--- src/sv/dcim_pkg.sv ---
// Shared types and constants of the calorimeter channel id mapper.
package dcim_pkg;

	localparam logic [1:0] FN_ABS2REL = 2'd0;
	localparam logic [1:0] FN_REL2ABS = 2'd1;
	localparam logic [1:0] FN_POS2ID  = 2'd2;
	localparam logic [1:0] FN_UNUSED  = 2'd3;

	localparam logic [2:0] REG_NUM_MODULES  = 3'd0;
	localparam logic [2:0] REG_CRYSTALS_PHI = 3'd1;
	localparam logic [2:0] REG_CRYSTALS_Z   = 3'd2;
	localparam logic [2:0] REG_PADS_PHI     = 3'd3;
	localparam logic [2:0] REG_PADS_Z       = 3'd4;
	localparam logic [2:0] REG_CELL_PITCH   = 3'd5;

	localparam logic signed [24:0] ABS_MAX = 25'sd524287;

	// Geometry figures derived from the configuration registers.
	typedef struct packed {
		logic [15:0] cper;
		logic [16:0] pper;
		logic [7:0]  ncz;
		logic [7:0]  npz;
		logic [19:0] call;
		logic [21:0] tot;
	} geo_t;

	// Everything an item carries down the pipeline.
	typedef struct packed {
		logic [1:0]         func;
		logic [18:0]        abs_id;
		logic [3:0]         mod;
		logic               pad;
		logic [8:0]         row;
		logic [7:0]         col;
		logic signed [18:0] x;
		logic signed [18:0] z;
		logic signed [22:0] pa;
		logic signed [17:0] pb;
		logic signed [24:0] id1;
		logic [24:0]        rem_r;
		logic [24:0]        rem_c;
		logic               pos_r;
		logic               pos_c;
		logic               sat_r;
		logic               sat_c;
		logic [7:0]         q_r;
		logic [7:0]         q_c;
		logic [7:0]         row2;
		logic [7:0]         col2;
		logic signed [24:0] id;
		logic               err;
		logic               spad;
		logic [18:0]        rem;
		logic [3:0]         modq;
		logic [8:0]         rowq;
	} item_t;

	typedef struct packed {
		logic [18:0] abs_out;
		logic [3:0]  module_out;
		logic        is_pad_out;
		logic [8:0]  row_out;
		logic [7:0]  column_out;
		logic        error;
	} res_t;

endpackage

--- src/sv/dcim_split.sv ---
// Range check and split of an absolute id into module, row and column.
module dcim_split import dcim_pkg::*; (
	input  logic  clk,
	input  logic  arst_n,
	input  geo_t  geo,
	input  logic  in_valid,
	output logic  in_ready,
	input  item_t in_item,
	output logic  out_valid,
	input  logic  out_ready,
	output item_t out_item
);

	logic v_s9, v_s10, v_s11, v_s12, v_s13, v_s14;
	logic en_s9, en_s10, en_s11, en_s12, en_s13, en_s14;
	item_t it_s9, it_s10, it_s11, it_s12, it_s13, it_s14;
	item_t nx9, nx10, nx11, nx12, nx13, nx14;
	logic [16:0] per;
	logic [16:0] ncol;

	// One restoring division step: quotient bit on top, new remainder below.
	function automatic logic [19:0] dstep(logic [18:0] rem, logic [16:0] d, int unsigned sh);
		logic [20:0] t;
		t = 21'({4'b0, d} << sh);
		if ({2'b0, rem} >= t)
			return {1'b1, rem - t[18:0]};
		return {1'b0, rem};
	endfunction

	assign en_s14 = !v_s14 || out_ready;
	assign en_s13 = !v_s13 || en_s14;
	assign en_s12 = !v_s12 || en_s13;
	assign en_s11 = !v_s11 || en_s12;
	assign en_s10 = !v_s10 || en_s11;
	assign en_s9  = !v_s9 || en_s10;
	assign in_ready  = en_s9;
	assign out_valid = v_s14;
	assign out_item  = it_s14;

	always_comb begin
		nx9 = in_item;
		nx9.err = (in_item.func != FN_ABS2REL && in_item.func != FN_REL2ABS &&
			in_item.func != FN_POS2ID) || in_item.id < 25'sd1 ||
			in_item.id > $signed({3'b0, geo.tot}) || in_item.id > ABS_MAX;
		nx9.spad = in_item.id > $signed({5'b0, geo.call});
		if (nx9.spad)
			nx9.rem = 19'(in_item.id - $signed({5'b0, geo.call}) - 25'sd1);
		else
			nx9.rem = 19'(in_item.id - 25'sd1);
		nx9.modq = '0;
		nx9.rowq = '0;
	end

	assign per  = it_s9.spad ? geo.pper : {1'b0, geo.cper};
	assign ncol = {9'b0, (it_s11.spad ? geo.npz : geo.ncz)};

	always_comb begin
		nx10 = it_s9;
		{nx10.modq[3], nx10.rem} = dstep(nx10.rem, per, 3);
		{nx10.modq[2], nx10.rem} = dstep(nx10.rem, per, 2);
	end

	always_comb begin
		logic [16:0] p;
		nx11 = it_s10;
		p = it_s10.spad ? geo.pper : {1'b0, geo.cper};
		{nx11.modq[1], nx11.rem} = dstep(nx11.rem, p, 1);
		{nx11.modq[0], nx11.rem} = dstep(nx11.rem, p, 0);
	end

	always_comb begin
		nx12 = it_s11;
		{nx12.rowq[8], nx12.rem} = dstep(nx12.rem, ncol, 8);
		{nx12.rowq[7], nx12.rem} = dstep(nx12.rem, ncol, 7);
		{nx12.rowq[6], nx12.rem} = dstep(nx12.rem, ncol, 6);
	end

	always_comb begin
		logic [16:0] c;
		nx13 = it_s12;
		c = {9'b0, (it_s12.spad ? geo.npz : geo.ncz)};
		{nx13.rowq[5], nx13.rem} = dstep(nx13.rem, c, 5);
		{nx13.rowq[4], nx13.rem} = dstep(nx13.rem, c, 4);
		{nx13.rowq[3], nx13.rem} = dstep(nx13.rem, c, 3);
	end

	always_comb begin
		logic [16:0] c;
		nx14 = it_s13;
		c = {9'b0, (it_s13.spad ? geo.npz : geo.ncz)};
		{nx14.rowq[2], nx14.rem} = dstep(nx14.rem, c, 2);
		{nx14.rowq[1], nx14.rem} = dstep(nx14.rem, c, 1);
		{nx14.rowq[0], nx14.rem} = dstep(nx14.rem, c, 0);
	end

	always_ff @(posedge clk or negedge arst_n) begin
		if (!arst_n) begin
			v_s9  <= 1'b0;
			v_s10 <= 1'b0;
			v_s11 <= 1'b0;
			v_s12 <= 1'b0;
			v_s13 <= 1'b0;
			v_s14 <= 1'b0;
		end else begin
			if (en_s9)  v_s9  <= in_valid;
			if (en_s10) v_s10 <= v_s9;
			if (en_s11) v_s11 <= v_s10;
			if (en_s12) v_s12 <= v_s11;
			if (en_s13) v_s13 <= v_s12;
			if (en_s14) v_s14 <= v_s13;
		end
	end

	always_ff @(posedge clk) begin
		if (en_s9)  it_s9  <= nx9;
		if (en_s10) it_s10 <= nx10;
		if (en_s11) it_s11 <= nx11;
		if (en_s12) it_s12 <= nx12;
		if (en_s13) it_s13 <= nx13;
		if (en_s14) it_s14 <= nx14;
	end

`ifndef ASSERT_OFF
	a_mod_hold: assert property (@(posedge clk) disable iff (!arst_n)
		v_s14 && !out_ready |=> v_s14 && $stable(it_s14))
		else $error("split output changed while stalled");
	a_no_drop: assert property (@(posedge clk) disable iff (!arst_n)
		v_s13 && !en_s13 |=> v_s13)
		else $error("item lost in split pipeline");
	a_rem_row: assert property (@(posedge clk) disable iff (!arst_n)
		v_s14 && !it_s14.err |-> {1'b0, it_s14.rem[7:0]} <
			{1'b0, (it_s14.spad ? geo.npz : geo.ncz)})
		else $error("column remainder out of range");
`endif

endmodule

--- src/sv/detector_channel_id_mapper.sv ---
// Top level of the calorimeter channel id mapper: registers and main pipeline.
// Items pass in order through stages s1 to s8, split stages s9 to s14 and stage s15.
// Throughput: one item per cycle unless stalled; the fifteen register stages each
// hold one item and advance independently, so a stalled output only fills the empty stages.
// Reset clears all valid bits and loads the geometry registers with
// 5 modules, 64 x 56 crystals, 128 x 60 pads and a pitch of 576 (2.25 cm).
module detector_channel_id_mapper import dcim_pkg::*; (
	input  logic               clk,
	input  logic               arst_n,
	input  logic               psel,
	input  logic               penable,
	input  logic               pwrite,
	input  logic [4:0]         paddr,
	input  logic [31:0]        pwdata,
	output logic [31:0]        prdata,
	output logic               pready,
	input  logic               item_valid,
	output logic               item_ready,
	input  logic [1:0]         func,
	input  logic [18:0]        abs_id,
	input  logic [3:0]         module_in,
	input  logic               is_pad_in,
	input  logic [8:0]         row_in,
	input  logic [7:0]         column_in,
	input  logic signed [18:0] pos_x,
	input  logic signed [18:0] pos_z,
	output logic               result_valid,
	input  logic               result_ready,
	output logic [18:0]        abs_out,
	output logic [3:0]         module_out,
	output logic               is_pad_out,
	output logic [8:0]         row_out,
	output logic [7:0]         column_out,
	output logic               error
);

	logic [3:0]  nmod_q;
	logic [7:0]  cphi_q, cz_q, pz_q;
	logic [8:0]  pphi_q;
	logic [15:0] pitch_q;
	logic [7:0]  cphi1, cz1, pz1;
	logic [8:0]  pphi1;
	logic [15:0] pitch1;
	logic [16:0] dv;
	logic [15:0] cper_q;
	logic [16:0] pper_q;
	logic [23:0] kr_q, kc_q;
	logic [19:0] call_q;
	logic [20:0] ptot_q;
	geo_t geo;
	logic cfg_wr;

	logic v_s1, v_s2, v_s3, v_s4, v_s5, v_s6, v_s7, v_s8, v_s15;
	logic en_s1, en_s2, en_s3, en_s4, en_s5, en_s6, en_s7, en_s8, en_s15;
	item_t it_s1, it_s2, it_s3, it_s4, it_s5, it_s6, it_s7, it_s8;
	item_t nx1, nx2, nx3, nx4, nx5, nx6, nx7, nx8;
	res_t  res_s15, nx15;
	logic  sp_ready, sp_valid;
	item_t sp_item;

	// One restoring step of the position divider.
	function automatic logic [25:0] pstep(logic [24:0] rem, logic [16:0] d, int unsigned sh);
		logic [24:0] t;
		t = 25'({8'b0, d} << sh);
		if (rem >= t)
			return {1'b1, rem - t};
		return {1'b0, rem};
	endfunction

	// ---------------- configuration ----------------
	assign pready = 1'b1;
	assign cfg_wr = psel && penable && pwrite;

	always_ff @(posedge clk or negedge arst_n) begin
		if (!arst_n) begin
			nmod_q  <= 4'd5;
			cphi_q  <= 8'd64;
			cz_q    <= 8'd56;
			pphi_q  <= 9'd128;
			pz_q    <= 8'd60;
			pitch_q <= 16'd576;
		end else if (cfg_wr) begin
			unique case (paddr[4:2])
				REG_NUM_MODULES:  nmod_q  <= pwdata[3:0];
				REG_CRYSTALS_PHI: cphi_q  <= pwdata[7:0];
				REG_CRYSTALS_Z:   cz_q    <= pwdata[7:0];
				REG_PADS_PHI:     pphi_q  <= pwdata[8:0];
				REG_PADS_Z:       pz_q    <= pwdata[7:0];
				REG_CELL_PITCH:   pitch_q <= pwdata[15:0];
				default: ;
			endcase
		end
	end

	always_comb begin
		unique case (paddr[4:2])
			REG_NUM_MODULES:  prdata = {28'b0, nmod_q};
			REG_CRYSTALS_PHI: prdata = {24'b0, cphi_q};
			REG_CRYSTALS_Z:   prdata = {24'b0, cz_q};
			REG_PADS_PHI:     prdata = {23'b0, pphi_q};
			REG_PADS_Z:       prdata = {24'b0, pz_q};
			REG_CELL_PITCH:   prdata = {16'b0, pitch_q};
			default:          prdata = '0;
		endcase
	end

	// A zero crystal or pad count or pitch counts as one; the module count is used as written.
	assign cphi1  = (cphi_q == 8'd0) ? 8'd1 : cphi_q;
	assign cz1    = (cz_q == 8'd0) ? 8'd1 : cz_q;
	assign pphi1  = (pphi_q == 9'd0) ? 9'd1 : pphi_q;
	assign pz1    = (pz_q == 8'd0) ? 8'd1 : pz_q;
	assign pitch1 = (pitch_q == 16'd0) ? 16'd1 : pitch_q;
	assign dv     = {pitch1, 1'b0};

	// Registered products, then call_q, ptot_q; the user holds items until they settle.
	always_ff @(posedge clk) begin
		cper_q <= 16'(cphi1) * 16'(cz1);
		pper_q <= 17'(pphi1) * 17'(pz1);
		kr_q   <= 24'(cphi1) * 24'(pitch1);
		kc_q   <= 24'(cz1) * 24'(pitch1);
		call_q <= 20'(nmod_q) * 20'(cper_q);
		ptot_q <= 21'(nmod_q) * 21'(pper_q);
	end

	assign geo.cper = cper_q;
	assign geo.pper = pper_q;
	assign geo.ncz  = cz1;
	assign geo.npz  = pz1;
	assign geo.call = call_q;
	assign geo.tot  = {2'b0, call_q} + {1'b0, ptot_q};

	// ---------------- handshake chain ----------------
	assign en_s15 = !v_s15 || result_ready;
	assign en_s8  = !v_s8 || sp_ready;
	assign en_s7  = !v_s7 || en_s8;
	assign en_s6  = !v_s6 || en_s7;
	assign en_s5  = !v_s5 || en_s6;
	assign en_s4  = !v_s4 || en_s5;
	assign en_s3  = !v_s3 || en_s4;
	assign en_s2  = !v_s2 || en_s3;
	assign en_s1  = !v_s1 || en_s2;
	assign item_ready = en_s1;

	// ---------------- stage logic ----------------
	always_comb begin
		nx1 = '0;
		nx1.func   = func;
		nx1.abs_id = abs_id;
		nx1.mod    = module_in;
		nx1.pad    = is_pad_in;
		nx1.row    = row_in;
		nx1.col    = column_in;
		nx1.x      = pos_x;
		nx1.z      = pos_z;
	end

	always_comb begin
		logic signed [4:0]  mm1;
		logic signed [9:0]  rm1;
		logic [16:0]        perm;
		logic [7:0]         nc;
		logic signed [25:0] mr, mc;
		nx2 = it_s1;
		mm1 = $signed({1'b0, it_s1.mod}) - 5'sd1;
		rm1 = $signed({1'b0, it_s1.row}) - 10'sd1;
		perm = (it_s1.func == FN_REL2ABS && it_s1.pad) ? pper_q : {1'b0, cper_q};
		nc = it_s1.pad ? pz1 : cz1;
		nx2.pa = 23'(mm1) * 23'($signed({1'b0, perm}));
		nx2.pb = 18'(rm1) * 18'($signed({1'b0, nc}));
		// Ceiling division is done as floor((n - 1) / d) + 1 for positive n.
		mr = $signed({{6{it_s1.x[18]}}, it_s1.x, 1'b0}) + $signed({2'b0, kr_q}) - 26'sd1;
		mc = $signed({2'b0, kc_q}) - $signed({{6{it_s1.z[18]}}, it_s1.z, 1'b0}) - 26'sd1;
		nx2.pos_r = !mr[25];
		nx2.pos_c = !mc[25];
		nx2.rem_r = mr[24:0];
		nx2.rem_c = mc[24:0];
	end

	always_comb begin
		logic signed [24:0] off;
		nx3 = it_s2;
		off = (it_s2.func == FN_REL2ABS && it_s2.pad) ? $signed({5'b0, call_q}) : 25'sd0;
		nx3.id1 = 25'(it_s2.pa) + 25'(it_s2.pb) + $signed({17'b0, it_s2.col}) + off;
		nx3.sat_r = it_s2.rem_r >= 25'({8'b0, dv} << 8);
		nx3.sat_c = it_s2.rem_c >= 25'({8'b0, dv} << 8);
		{nx3.q_r[7], nx3.rem_r} = pstep(nx3.rem_r, dv, 7);
		{nx3.q_r[6], nx3.rem_r} = pstep(nx3.rem_r, dv, 6);
		{nx3.q_c[7], nx3.rem_c} = pstep(nx3.rem_c, dv, 7);
		{nx3.q_c[6], nx3.rem_c} = pstep(nx3.rem_c, dv, 6);
	end

	always_comb begin
		nx4 = it_s3;
		{nx4.q_r[5], nx4.rem_r} = pstep(nx4.rem_r, dv, 5);
		{nx4.q_r[4], nx4.rem_r} = pstep(nx4.rem_r, dv, 4);
		{nx4.q_c[5], nx4.rem_c} = pstep(nx4.rem_c, dv, 5);
		{nx4.q_c[4], nx4.rem_c} = pstep(nx4.rem_c, dv, 4);
	end

	always_comb begin
		nx5 = it_s4;
		{nx5.q_r[3], nx5.rem_r} = pstep(nx5.rem_r, dv, 3);
		{nx5.q_r[2], nx5.rem_r} = pstep(nx5.rem_r, dv, 2);
		{nx5.q_c[3], nx5.rem_c} = pstep(nx5.rem_c, dv, 3);
		{nx5.q_c[2], nx5.rem_c} = pstep(nx5.rem_c, dv, 2);
	end

	always_comb begin
		nx6 = it_s5;
		{nx6.q_r[1], nx6.rem_r} = pstep(nx6.rem_r, dv, 1);
		{nx6.q_r[0], nx6.rem_r} = pstep(nx6.rem_r, dv, 0);
		{nx6.q_c[1], nx6.rem_c} = pstep(nx6.rem_c, dv, 1);
		{nx6.q_c[0], nx6.rem_c} = pstep(nx6.rem_c, dv, 0);
	end

	always_comb begin
		logic [8:0] cr, cc;
		logic [7:0] ccl;
		nx7 = it_s6;
		cr = !it_s6.pos_r ? 9'd0 : it_s6.sat_r ? 9'd256 : {1'b0, it_s6.q_r} + 9'd1;
		cc = !it_s6.pos_c ? 9'd0 : it_s6.sat_c ? 9'd256 : {1'b0, it_s6.q_c} + 9'd1;
		if (cr == 9'd0)
			nx7.row2 = 8'd1;
		else if (cr > {1'b0, cphi1})
			nx7.row2 = cphi1;
		else
			nx7.row2 = cr[7:0];
		if (cc == 9'd0)
			ccl = 8'd1;
		else if (cc > {1'b0, cz1})
			ccl = cz1;
		else
			ccl = cc[7:0];
		// The column axis runs against z.
		nx7.col2 = cz1 - ccl + 8'd1;
	end

	always_comb begin
		logic [15:0]        pb2;
		logic signed [24:0] id2;
		nx8 = it_s7;
		pb2 = (16'(it_s7.row2) - 16'd1) * 16'(cz1);
		id2 = 25'(it_s7.pa) + $signed({9'b0, pb2}) + $signed({17'b0, it_s7.col2});
		case (it_s7.func)
			FN_ABS2REL: nx8.id = $signed({6'b0, it_s7.abs_id});
			FN_REL2ABS: nx8.id = it_s7.id1;
			FN_POS2ID:  nx8.id = id2;
			default:    nx8.id = 25'sd0;
		endcase
	end

	dcim_split u_split (
		.clk       (clk),
		.arst_n    (arst_n),
		.geo       (geo),
		.in_valid  (v_s8),
		.in_ready  (sp_ready),
		.in_item   (it_s8),
		.out_valid (sp_valid),
		.out_ready (en_s15),
		.out_item  (sp_item)
	);

	always_comb begin
		nx15 = '0;
		if (sp_item.err) begin
			nx15.error = 1'b1;
		end else if (sp_item.func == FN_REL2ABS) begin
			nx15.abs_out    = sp_item.id[18:0];
			nx15.module_out = sp_item.mod;
			nx15.is_pad_out = sp_item.pad;
			nx15.row_out    = sp_item.row;
			nx15.column_out = sp_item.col;
		end else begin
			nx15.abs_out    = sp_item.id[18:0];
			nx15.module_out = sp_item.modq + 4'd1;
			nx15.is_pad_out = sp_item.spad;
			nx15.row_out    = sp_item.rowq + 9'd1;
			nx15.column_out = sp_item.rem[7:0] + 8'd1;
		end
	end

	always_ff @(posedge clk or negedge arst_n) begin
		if (!arst_n) begin
			v_s1  <= 1'b0;
			v_s2  <= 1'b0;
			v_s3  <= 1'b0;
			v_s4  <= 1'b0;
			v_s5  <= 1'b0;
			v_s6  <= 1'b0;
			v_s7  <= 1'b0;
			v_s8  <= 1'b0;
			v_s15 <= 1'b0;
		end else begin
			if (en_s1)  v_s1  <= item_valid;
			if (en_s2)  v_s2  <= v_s1;
			if (en_s3)  v_s3  <= v_s2;
			if (en_s4)  v_s4  <= v_s3;
			if (en_s5)  v_s5  <= v_s4;
			if (en_s6)  v_s6  <= v_s5;
			if (en_s7)  v_s7  <= v_s6;
			if (en_s8)  v_s8  <= v_s7;
			if (en_s15) v_s15 <= sp_valid;
		end
	end

	always_ff @(posedge clk) begin
		if (en_s1)  it_s1   <= nx1;
		if (en_s2)  it_s2   <= nx2;
		if (en_s3)  it_s3   <= nx3;
		if (en_s4)  it_s4   <= nx4;
		if (en_s5)  it_s5   <= nx5;
		if (en_s6)  it_s6   <= nx6;
		if (en_s7)  it_s7   <= nx7;
		if (en_s8)  it_s8   <= nx8;
		if (en_s15) res_s15 <= nx15;
	end

	assign result_valid = v_s15;
	assign abs_out      = res_s15.abs_out;
	assign module_out   = res_s15.module_out;
	assign is_pad_out   = res_s15.is_pad_out;
	assign row_out      = res_s15.row_out;
	assign column_out   = res_s15.column_out;
	assign error        = res_s15.error;

`ifndef ASSERT_OFF
	a_err_zero: assert property (@(posedge clk) disable iff (!arst_n)
		result_valid && error |-> abs_out == 19'd0 && module_out == 4'd0 &&
			!is_pad_out && row_out == 9'd0 && column_out == 8'd0)
		else $error("error result carries nonzero fields");
	a_ok_range: assert property (@(posedge clk) disable iff (!arst_n)
		result_valid && !error |-> abs_out != 19'd0 && {3'b0, abs_out} <= geo.tot)
		else $error("accepted id outside the channel range");
	a_enter: assert property (@(posedge clk) disable iff (!arst_n)
		item_valid && item_ready |=> v_s1)
		else $error("accepted item missing from first stage");
	a_s8_hold: assert property (@(posedge clk) disable iff (!arst_n)
		v_s8 && !sp_ready |=> v_s8 && $stable(it_s8))
		else $error("stalled item changed before the splitter took it");
`endif

endmodule

--- config.mk ---
export PLATFORM = sky130hd
export DESIGN_NAME = detector_channel_id_mapper
export DESIGN_NICKNAME = d
export VERILOG_FILES = /design/src/sv/dcim_pkg.sv /design/src/sv/dcim_split.sv /design/src/sv/detector_channel_id_mapper.sv
export SDC_FILE = /design/constraint.sdc
export NUM_CORES = 2
export LEC_CHECK = 0
export ABC_AREA = 1
export BUFFER_PORTS_ARGS = -buffer_cell sky130_fd_sc_hd__clkbuf_2
export CAP_MARGIN = 10
export CORE_AREA = 2 2 540 542
export CTS_CLUSTER_DIAMETER = 30
export DETAILED_ROUTE_END_ITERATION = 8
export DIE_AREA = 0 0 542 544
export PLACE_DENSITY = 0.87
export SKIP_CTS_REPAIR_TIMING = 1
export SLEW_MARGIN = 20
export SYNTH_ARGS = -nofsm -noshare
export SYNTH_HDL_FRONTEND = slang
export SYNTH_HIERARCHICAL = 1
export SYNTH_SLANG_ARGS = --single-unit
--- constraint.sdc ---
create_clock -name clk -period 155.6 [get_ports clk]
set_input_delay 31.12 -clock clk [delete_from_list [all_inputs] [get_ports clk]]
set_output_delay 31.12 -clock clk [all_outputs]
set_load 0.05 [all_outputs]
==> flow_metrics.env <==
export IMPL_status="finished, final reports clean"
export IMPL_start_util_pct=38.9
export IMPL_cp_max_fo=91
export IMPL_areaGrowthSynthToFinish_pct=13.4
export IMPL_worstPathBufferInverterCount=16
export IMPL_vias_per_cell=5.38
export IMPL_wirelength_um=318000
export IMPL_synth_area_sq_um=113000
export IMPL_grt_ovfl_total=0
export IMPL_clock_sinks=1584
export IMPL_io_buffers=166
export IMPL_clock_tree_root_cell="clkbuf_16"
export IMPL_rows=198
export IMPL_die_x_um=542
export IMPL_final_setup_tns_ns=0
export IMPL_design_die_area_sq_um=295000
export IMPL_clk_latency_ns=0.94
export IMPL_crit_required_ns=124.48
export IMPL_path_class="in -> out"
export IMPL_drv_slew=0
export IMPL_hp_class="reg -> reg"
export IMPL_wl_per_cell_um=19.0
export IMPL_worstMarginPinSlew_ns=1.18
export IMPL_fin_crit_sh_pct=45.8
export IMPL_finClkSkew_ns=0.0913
export IMPL_pin_count=202
export IMPL_final_antenna_net_count=0
export IMPL_tritoncts="yes"
export IMPL_critPathMaxStageDelay_ns=0.76
export IMPL_crit_slowest_cell="buf_4"
export IMPL_grt_pass1_wl_um=487000
export IMPL_cts_htree_levels=5
export IMPL_cp_arrival_ns=40.09
export IMPL_fin_nets=14300
export IMPL_grt_pass1_vias=88200
export IMPL_dieHeight_um=544
export IMPL_hold_viol_final=0
export IMPL_core_sq_um=289000
export IMPL_max_cap_violations=0
export IMPL_avgSynthCellArea_sq_um=9.10
export IMPL_cts_buffer_depth=4
export IMPL_drive_gt1_share_pct=7.79
export IMPL_numCtsBuffers=292
export IMPL_critPathLaunchType="input pin"
export IMPL_dp_hpwl_um=226000
export IMPL_vias=89900
export IMPL_dr_pass1_iters=9
export IMPL_yosysWarnings=6
export IMPL_slew_headroom_pct=21.1
export IMPL_crit_family="buffers and inverters"
export IMPL_grt_usage_pct=21.1
export IMPL_clkTransAtPathRegs_ns=0.05
export IMPL_crit_top_cell="nor2_1"
export IMPL_finalSetupViolCount=0
export IMPL_drc=0
export IMPL_routabilityCongestion=0.983
export IMPL_netlist_instances=12400
export IMPL_grt_max_degree=92
export IMPL_rsz0062_at_grt="no"
export IMPL_crit_path_end_kind="output pin"
export IMPL_drtIter0Drc=10200
export IMPL_min_period_ns=71.21
export IMPL_max_freq_mhz=14.0
export IMPL_fillers=25800
export IMPL_antenna_found_initial=27
## worst paths after layout
kind	from	endpoint	slack (ns)	depth (start not counted)
worst max register to register	result_valid	it_s2[104]	145.20	29
worst min register to register	it_s3[262]	it_s4[262]	0.36	0
max in group asynchronous	arst_n	pitch_q[5]	124.35	2
min in group asynchronous	arst_n	v_s8	30.16	1
worst min-delay path	it_s3[262]	it_s4[262]	0.36	0
worst max-delay path	result_ready	item_ready	84.39	31
## worst register-to-register path, delay by kind of cell, from the launching register on
kind / cells / cell delay [ns]
and+or+nand+nor: 14 / 2.20
buffers and inverters: 15 / 7.27
DFF: 1 / 0.38
## routing by layer
metal / wire length, um / track usage [%] / vias to the layer above
met5: 75 / 0 / -
met3: 33800 / 5.30 / 1397
met4: 23500 / 13.6 / 10
met2: 142000 / 33.5 / 5167
met1: 119000 / 25.4 / 42000
li1: - / - / 41300
## cells in the final DEF, fill, tap and decap left out, types with 101 or more instances in the layout
| cell type | n |
|---|---|
| fa_1 | 542 |
| xor2_1 | 353 |
| inv_1 | 1969 |
| nor3_1 | 101 |
| dfxtp_1 | 122 |
| clkbuf_16 | 295 |
| nand3_1 | 413 |
| o21ai_0 | 688 |
| nand2_1 | 2865 |
| a21oi_1 | 707 |
| clkbuf_2 | 165 |
| nor2_1 | 786 |
| edfxtp_1 | 1394 |
| xnor2_1 | 240 |
| nand4_1 | 141 |
| ha_1 | 985 |
## area by class of cell
type / count / area, sq um / share of cell area, %
clock buffers: 325 / 7510 / 5.89
multi-input cells: 8512 / 57700 / 45.2
inverters: 2016 / 7600 / 5.96
clock inverters: 213 / 2570 / 2.02
flip-flops and latches: 1584 / 46000 / 36.1
repair buffers: 244 / 1420 / 1.11
well taps: 3800 / 4750 / 3.73
diodes: 15 / 37.5 / 0.0294
## metrics by stage
step | hold WS [ns] | setup WS (ns) | area [sq um] | std cells | utilization (%)
3_5_place_dp | 0.405 | 84.19 | 117000 | 16200 | 40.6
6_report | 0.362 | 84.39 | 128000 | 16700 | 44.1
2_1_floorplan | 0.400 | 66.99 | 113000 | 12400 | -
4_1_cts | 0.366 | 83.96 | 128000 | 16700 | 44.1
3_3_place_gp | 0.400 | 84.67 | 117000 | 16200 | 40.6
5_1_grt | 0.370 | 83.47 | 128000 | 16700 | 44.1
## flip-flops by register name (all words and copies together) (netlist names), 21 cells and up
signal            flops
it_s1                81
it_s2               136
it_s3               149
it_s4               153
it_s5               157
it_s6               111
it_s7               107
it_s8                49
kc_q                 24
kr_q                 24
ptot_q               21
u_split/it_s10       66
u_split/it_s11       68
u_split/it_s12       71
u_split/it_s13       74
u_split/it_s9        64
u_split/out_item     66
Power is not shown: default switching activity piles up to over one toggle a cycle in this logic, so the estimate is an artifact.
